==> src/hw/rtl/f2h_pkg.sv <==
// Package with shared types and the float32 to float16 conversion function.
package f2h_pkg;

  localparam int SingleW = 32;
  localparam int HalfW   = 16;

  typedef struct packed {
    logic [HalfW-1:0] half;
    logic             lossy;
  } conv_res_t;

  function automatic conv_res_t to_half(input logic [SingleW-1:0] x);
    conv_res_t   res;
    logic [15:0] sgn;
    logic [7:0]  e;
    logic [22:0] m;
    logic [9:0]  keep;
    logic [12:0] rem;
    logic [15:0] h;
    logic [23:0] sig;
    logic [4:0]  s;
    logic [23:0] q;
    logic [23:0] r;
    logic [23:0] hlf;
    logic [23:0] msk;
    sgn = {x[31], 15'd0};
    e   = x[30:23];
    m   = x[22:0];
    res.lossy = 1'b0;
    res.half  = sgn;
    keep = m[22:13];
    rem  = m[12:0];
    sig  = {1'b1, m};
    s    = 5'(8'd126 - e);
    q    = sig >> s;
    msk  = (24'd1 << s) - 24'd1;
    r    = sig & msk;
    hlf  = 24'd1 << (s - 5'd1);
    h    = {1'b0, 5'(e - 8'd112), keep};
    if (e == 8'hFF) begin
      if (m == 23'd0) begin
        res.half = sgn | 16'h7C00;
      end else begin
        res.half = sgn | 16'h7E00 | {6'd0, m[22:13]};
      end
    end else if (e == 8'd0) begin
      res.lossy = (m != 23'd0);
    end else if (e >= 8'd143) begin
      res.lossy = 1'b1;
      res.half  = sgn | 16'h7C00;
    end else if (e >= 8'd113) begin
      if (rem > 13'h1000 || (rem == 13'h1000 && keep[0])) begin
        h = h + 16'd1;
      end
      res.lossy = (rem != 13'd0);
      res.half  = sgn | h;
    end else if (e < 8'd102) begin
      res.lossy = 1'b1;
    end else begin
      if (r > hlf || (r == hlf && q[0])) begin
        q = q + 24'd1;
      end
      res.lossy = (r != 24'd0);
      res.half  = sgn | q[15:0];
    end
    return res;
  endfunction

endpackage

==> src/hw/rtl/fp32_to_fp16_with_exact_flag.sv <==
// Top level of the streaming float32 to float16 converter with run exactness flag.
// Channel | Direction | Ports
// in_     | input     | in_valid, in_ready, in_single_value, in_last
// out_    | output    | out_valid, out_ready, out_half_value, out_run_exact, out_end_of_run
// A request is registered at the input, converted in one pass, and held in the result register.
// One request per cycle is sustained while out_ready is high.
// The input stage advances whenever it is empty or the result register is empty or being drained.
// Reset clears both valid flags and the sticky inexact bit.
module fp32_to_fp16_with_exact_flag (
  input  logic                        clk,
  input  logic                        rst_n,
  input  logic                        in_valid,
  output logic                        in_ready,
  input  logic [f2h_pkg::SingleW-1:0] in_single_value,
  input  logic                        in_last,
  output logic                        out_valid,
  input  logic                        out_ready,
  output logic [f2h_pkg::HalfW-1:0]   out_half_value,
  output logic                        out_run_exact,
  output logic                        out_end_of_run
);
  import f2h_pkg::*;

  logic               s1_valid_r;
  logic [SingleW-1:0] s1_val_r;
  logic               s1_last_r;
  logic               out_valid_r;
  logic [HalfW-1:0]   half_r;
  logic               exact_r;
  logic               eor_r;
  logic               sticky_r;
  logic               sticky_nxt;
  logic               adv_out;
  logic               adv_in;
  conv_res_t          res;

  f2h_conv u_conv (
    .single_value (s1_val_r),
    .res          (res)
  );

  assign adv_out  = !out_valid_r || out_ready;
  assign adv_in   = !s1_valid_r || adv_out;
  assign in_ready = adv_in;

  always_comb begin
    sticky_nxt = sticky_r | res.lossy;
  end

  always_ff @(posedge clk) begin
    if (!rst_n) begin
      s1_valid_r  <= 1'b0;
      out_valid_r <= 1'b0;
      sticky_r    <= 1'b0;
    end else begin
      if (adv_in) begin
        s1_valid_r <= in_valid;
      end
      if (adv_out) begin
        out_valid_r <= s1_valid_r;
        if (s1_valid_r) begin
          sticky_r <= s1_last_r ? 1'b0 : sticky_nxt;
        end
      end
    end
  end

  always_ff @(posedge clk) begin
    if (adv_in && in_valid) begin
      s1_val_r  <= in_single_value;
      s1_last_r <= in_last;
    end
    if (adv_out && s1_valid_r) begin
      half_r  <= res.half;
      exact_r <= s1_last_r && !sticky_nxt;
      eor_r   <= s1_last_r;
    end
  end

  assign out_valid      = out_valid_r;
  assign out_half_value = half_r;
  assign out_run_exact  = exact_r;
  assign out_end_of_run = eor_r;

endmodule

==> src/hw/rtl/f2h_conv.sv <==
// Combinational conversion of one registered single word to half with a loss flag.
module f2h_conv (
  input  logic [f2h_pkg::SingleW-1:0] single_value,
  output f2h_pkg::conv_res_t          res
);
  import f2h_pkg::*;

  assign res = to_half(single_value);

endmodule

==> config.mk <==
export PLATFORM = sky130hd
export DESIGN_NAME = fp32_to_fp16_with_exact_flag
export DESIGN_NICKNAME = d
export VERILOG_FILES = /design/src/hw/rtl/f2h_pkg.sv /design/src/hw/rtl/fp32_to_fp16_with_exact_flag.sv /design/src/hw/rtl/f2h_conv.sv
export SDC_FILE = /design/constraint.sdc
export NUM_CORES = 1
export LEC_CHECK = 0
export BUFFER_PORTS_ARGS = -buffer_cell sky130_fd_sc_hd__clkbuf_2
export CORE_MARGIN = 2
export CORE_UTILIZATION = 24
export CTS_CLUSTER_DIAMETER = 30
export DETAILED_ROUTE_END_ITERATION = 10
export PLACE_DENSITY = 0.45
export SLEW_MARGIN = 20
export SYNTH_ARGS = -nofsm -noshare
export SYNTH_HDL_FRONTEND = slang
export SYNTH_SLANG_ARGS = --single-unit
==> constraint.sdc <==
create_clock -name clk -period 7 [get_ports clk]
set_clock_uncertainty 0.1 [all_clocks]
set_input_delay 0.35 -clock clk [delete_from_list [all_inputs] [get_ports clk]]
set_output_delay 0.35 -clock clk [all_outputs]
set_load 0.02 [all_outputs]
Word level (Yosys, flattened, before mapping)
Index checks and enable logic that the tools add are counted.
{ "totals": {"wordCells": 69, "ff_bits": 54, "n_memories": 0, "out_inout_bits": 20, "inputBits": 37, "romBits": 0, "ramBits": 0, "latchBits": 0} }
{ "classes": {"addsub": 6, "n_reduce_logical": 18, "n_eq_ne": 3, "bitwise_logic": 5, "magnitude_cmp": 5, "shift": 3, "n_mul": 0, "n_div": 0, "n_mux": 21} }
{ "op_table": {"columns": ["op", "count"], "rows": [
  ["$mux W16", 15],
  ["$shl A1 B5 Y24 const A", 2],
  ["$mux W17", 2],
  ["$or A16 B16 Y16", 2],
  ["$and A24 B24 Y24", 1],
  ["$eq A24 B24 Y1", 1],
  ["$gt A24 B24 Y1", 1],
  ["$reduce_bool A24 Y1", 1],
  ["$shr A24 B5 Y16", 1],
  ["$sub A24 B1 Y24 const B", 1],
  ["$logic_not A23 Y1", 1],
  ["$reduce_bool A23 Y1", 1],
  ["$add A15 B1 Y16 const B", 1],
  ["$add A16 B1 Y16 const B", 1],
  ["$or A16 B10 Y16", 1],
  ["$eq A13 B13 Y1 const B", 1],
  ["$gt A13 B13 Y1 const B", 1],
  ["$reduce_bool A13 Y1", 1],
  ["$eq A8 B8 Y1 const B", 1],
  ["$ge A8 B7 Y1 const B", 1],
  ["$ge A8 B8 Y1 const B", 1],
  ["$logic_not A8 Y1", 1],
  ["$lt A8 B7 Y1 const B", 1],
  ["$logic_and A1 B1 Y1", 5],
  ["8 further kinds", 16]
]} }

Depth between registers and ports, before layout
{ "depth": {"depth_word": 22, "ltp_mapped": 25, "mapped_depth_nobuf": 21} }

Modules after synthesis
A second synthesis with hierarchy kept.
{ "hier_totals": {"cells_unflattened": 653, "hier_area_um2": 5876.9} }
{ "modules_own_cells": {"columns": ["mod", "area_per_inst_um2", "seq_area_each_um2", "cells_each", "n_inst"], "rows": [
  ["f2h_conv", 4204.0, 0.0, 587, 1],
  ["fp32_to_fp16_with_exact_flag", 1672.9, 1591.5, 66, 1]
]} }

Worst setup path before layout
No wires, ideal clock.
{ "synth_path": {"kind": "reg-to-reg", "startpoint": "register s1_val_r[23]", "endpoint": "register half_r[14], in the netlist out_half_value[14] (data pin)", "arrival_time_ns": 4.892, "path_buffers": 5, "setup_time_ns": 0.310, "required_time_ns": 6.590, "slack_ns": 1.698, "period_less_slack_ns": 5.302, "stages_incl_launch_ff": 26, "cell_sequence": "edfxtp_1 > ha_1 > buf_4 > xnor2_4 > inv_2 > buf_4 > buf_2 > buf_2 > nand3_1 > ha_1 > clkbuf_1 > inv_1 > a31o_2 > o21ai_0 > a21oi_1 > nor2b_1 > ha_1 > nand2_1 > o21ai_0 > a221o_1 > a2111oi_0 > o21a_1 > nand4bb_1 > nor4_1 > xnor2_1 > o221ai_1"} }
{ "synth_via": {"elab_chain_len": 19, "word_cells_on_any_way": 37, "classes_between": "add/sub (6); order compare (4); eq/ne (2); shift (3); mux (16); bitwise (3); reduce/logical (3)"} }
{ "synth_rtl": {"columns": ["item", "line", "text"], "rows": [
  ["start, declared", "fp32_to_fp16_with_exact_flag.sv:25", "logic [SingleW-1:0] s1_val_r;"],
  ["start signal, assigned", "fp32_to_fp16_with_exact_flag.sv:70", "s1_val_r <= in_single_value;"],
  ["branches (longest 18 deep; another with $sub A24 B1 Y24)", null, null],
  ["$mux W16 *", "f2h_pkg.sv:40", "if (e == 8'hFF) begin"],
  ["end signal, assigned", "fp32_to_fp16_with_exact_flag.sv:74", "half_r <= res.half;"],
  ["end, declared", "fp32_to_fp16_with_exact_flag.sv:28", "logic [HalfW-1:0] half_r;"]
]} }
Every way passes the cells marked *. The select of a mux whose other input is x is not followed.
A chain may end at the register's enable or synchronous reset.

==> flow_metrics.py <==
metrics = {
    "critical_path": {
        "worst-path-max-fanout": 17,
        "regToRegEndpoint": "out_half_value[9]$_DFFE_PP_",
        "cp-start-kind": "flop",
        "r2r_cells": 23,
        "arrival_ns": 6.11,
        "end_kind": "flop",
        "crit_type": "reg -> reg",
        "rr_startpoint": "s1_val_r[24]$_DFFE_PP_",
        "reg2reg_slack_ns": 0.91,
        "required_ns": 7.02,
    },
    "grt": {
        "grt_antenna_before_repair": 0,
        "grt_use_total_pct": 14.88,
        "grt_max_degree": 33,
        "grt_remaining_overflow": 0,
        "grt_pass1_wl_um": 29870,
        "grt_pass1_vias": 5022,
    },
    "clock_network": {
        "htreeDepth": 2,
        "postCtsSetupRepairBufs": 0,
        "cts_hold_buf": 0,
        "cts.sinks": 54,
        "cts_resized": 0,
        "cts_buffers": 5,
        "clock_tree.root_cell": "clkbuf_16",
        "clk_path_buf_depth": 2,
        "path_clk_slew_ns": 0.07,
        "cts_tree": "built",
        "insertion_delay_ns": 0.30,
    },
    "power": {
        "p_leak_nw": 2.372,
        "peakVddDrop_v": 0.00008818,
        "power_density_mw_per_mm2": 164.9,
    },
    "sta": {
        "hold_viol": 0,
        "min_period_over_period_pct": 87.03,
        "rsz0062_at_grt": "no",
        "worst_slew_pin_slew_ns": 0.9660,
        "drv_slew": 0,
        "min_period_ns": 6.092,
        "hold_ws_ns": 0.1140,
        "fin_setup_tns_ns": 0,
        "relSlewSlack_pct": 35.60,
        "fmax_mhz": 164.1,
        "finalSetupViolations": 0,
    },
    "flow_run": {
        "cap_viol_max_count": 0,
    },
    "hold_path": {
        "min_path_cells": 1,
        "hp-class": "in -> reg",
        "min_from": "in_single_value[12]",
        "min_to": "s1_val_r[12]$_DFFE_PP_",
    },
    "finish": {
        "drive_above_1_share_pct": 18.80,
        "syn_to_final_growth_pct": 12.42,
        "multi_input_area_mm2": 0.003902,
        "fin_cells": 1000,
        "nets": 754,
        "ff_latch_area_mm2": 0.001592,
        "diodes": 0,
        "fillers": 2586,
    },
    "floorplanning": {
        "die_h_um": 159.5,
        "row_count": 56,
        "die-area_mm2": 0.02543,
        "core_region_area_mm2": 0.02361,
        "initial_core_util_pct": 24.57,
        "die_w_um": 159.5,
        "pin_count": 57,
    },
    "drt": {
        "wirelength_um": 19340,
        "drc_errors": 0,
        "drt-pass1-iter-count": 5,
        "drt_iter0_drc": 507,
        "vias": 5318,
        "vias_per_cell": 5.318,
        "ant_nets": 0,
        "wl_per_cell_um": 19.34,
    },
    "yosys": {
        "ys_types": 83,
        "ys_seq_elements": 54,
        "ys_async_sr_fraction_pct": 0,
        "synth_edf_count": 51,
        "syn-num-nets": 720,
        "seq_area_frac_synth_pct": 27.44,
        "yosys_warnings": 0,
        "dominantRegCellSynth": "edfxtp_1",
        "syn-instance-count": 646,
        "syn_area_per_cell_um2": 8.979,
        "syn_area_mm2": 0.005801,
    },
    "run_status": {
        "status": "finished, final reports clean",
    },
    "placement": {
        "dp_hpwl_um": 14720,
        "dp.cells": 992,
        "portBuffers": 56,
        "gp_congestion": 0.8796,
    },
}
state kept, by name, summed over array words and instances, names as in the netlist:
register	cells
out_end_of_run	1
out_half_value	16
out_run_exact	1
out_valid	1
s1_last_r	1
s1_val_r	32
s1_valid_r	1
sticky_r	1
placed cells by master (no fill, tap or decap), types with 9 or more instances in the layout:
cell type,Yosys,final
clkbuf_2,0,56
o221ai_1,9,9
ha_1,37,37
edfxtp_1,51,51
nand2_1,67,67
inv_1,11,11
buf_4,6,21
mux4_2,19,19
mux2i_1,17,17
nor2_1,50,50
o21ai_0,21,21
o21a_1,12,12
a21oi_1,39,39
nand3_1,34,34
nand4_1,13,13
xor2_1,13,13
and2_1,10,10
xnor2_1,15,15
nor3_1,11,11
nor4_1,10,10
and3_1,13,13
nor2b_1,16,16
through the flow:
stage                     utilization [%]  worst slack [ns]  power (mW)  area, µm²
after global routing                27.62            0.4903       1.136       6521
after floorplan                         -             1.698      0.7082       5801
after CTS                           27.62             1.014       1.082       6521
after global placement              27.02             1.181      0.8305       6380
final                               27.62            0.9079       1.075       6521
after detailed placement            27.02             1.045      0.8251       6380
worst max-delay path: stages (launching register included):
cell,delay (ns)
edfxtp_1,0.65
ha_1,0.23
buf_4,0.20
and3_1,0.44
xnor2_2,0.17
nor2_2,0.06
buf_4,0.20
nand3_1,0.15
ha_1,0.38
inv_1,0.17
a31o_2,0.29
o21ai_0,0.16
a21oi_1,0.09
nor2b_1,0.23
ha_1,0.28
nand2_1,0.07
o21ai_0,0.08
a221o_1,0.36
a2111oi_0,0.42
o21a_1,0.38
nand4b_2,0.27
nor2_1,0.08
xor2_1,0.16
o221ai_1,0.27
cell usage after synthesis, drive strengths merged (6+ instances only):
library cell | n | share of area (%)
nand2 | 68 | 4.4
edfxtp | 51 | 26
nor2 | 51 | 3.3
a21oi | 40 | 3.5
ha | 37 | 8.0
nand3 | 35 | 3.1
buf | 27 | 3.1
o21ai | 26 | 2.2
clkbuf | 23 | 1.5
mux4 | 19 | 7.4
mux2i | 17 | 2.9
xnor2 | 17 | 3.0
nor2b | 16 | 1.7
and3 | 14 | 1.5
xor2 | 14 | 2.4
inv | 13 | 0.84
nand4 | 13 | 1.4
nor3 | 12 | 1.1
nor4 | 12 | 1.5
o21a | 12 | 1.6
and2 | 10 | 1.1
o221ai | 9 | 1.4
a21o | 8 | 1.0
a31oi | 8 | 0.86
o211ai | 7 | 0.91
o22ai | 7 | 0.86
a211oi | 6 | 0.78
nand2b | 6 | 0.65
area by class of cell:
cell class                 instances  area share, %
clock buffer                       5          1.919
clock inverter                     3         0.2494
tap                              319          6.120
sequential                        54          24.41
timing repair buffer              77          6.715
multi-input combinational        529          59.84
inverter                          13         0.7483
power breakdown:
| group | internal [mW] | switching, mW |
|---|---|---|
| Clock | 0.131 | 0.122 |
| Sequential | 0.377 | 0.0311 |
| Combinational | 0.162 | 0.252 |
| Total | 0.670 | 0.405 |
worst max path at each step:
| stage | start | end | slack (ns) | depth (start not counted) |
|---|---|---|---|---|
| after floorplan | s1_val_r[23]$_DFFE_PP_ | out_half_value[14]$_SDFFCE_PP1P_ | 1.70 | 25 |
| after global placement | s1_val_r[24]$_DFFE_PP_ | out_half_value[14]$_SDFFCE_PP1P_ | 1.18 | 23 |
| after detailed placement | s1_val_r[24]$_DFFE_PP_ | out_half_value[14]$_SDFFCE_PP1P_ | 1.04 | 23 |
| after CTS | s1_val_r[24]$_DFFE_PP_ | out_half_value[9]$_DFFE_PP_ | 1.01 | 23 |
| after global routing | s1_val_r[24]$_DFFE_PP_ | out_half_value[10]$_SDFFCE_PP1P_ | 0.49 | 23 |
| final | s1_val_r[24]$_DFFE_PP_ | out_half_value[9]$_DFFE_PP_ | 0.91 | 23 |
kinds of logic (layout without fill, tap and decap cells):
logic type | after synthesis | after routing | share of synthesized area [%]
AO/OA/AOI/OAI | 165 | 165 | 19.74
XOR/XNOR | 31 | 31 | 5.458
adder cells (fa/ha/maj) | 37 | 37 | 7.981
buffers and inverters | 63 | 98 | 5.414
flip-flops | 54 | 54 | 27.44
multiplexers | 39 | 39 | 10.89
AND/OR/NAND/NOR | 257 | 257 | 23.08
per-layer routing:
| layer | global-route usage, % | vias up | wire length (µm) |
|---|---|---|---|
| li1 | - | 2539 | - |
| met1 | 21.51 | 2585 | 9243 |
| met2 | 23.06 | 173 | 8637 |
| met3 | 2.605 | 21 | 1194 |
| met4 | 3.347 | 0 | 265 |
| met5 | 0 | - | 0 |
(Power assumes the default switching activity.)
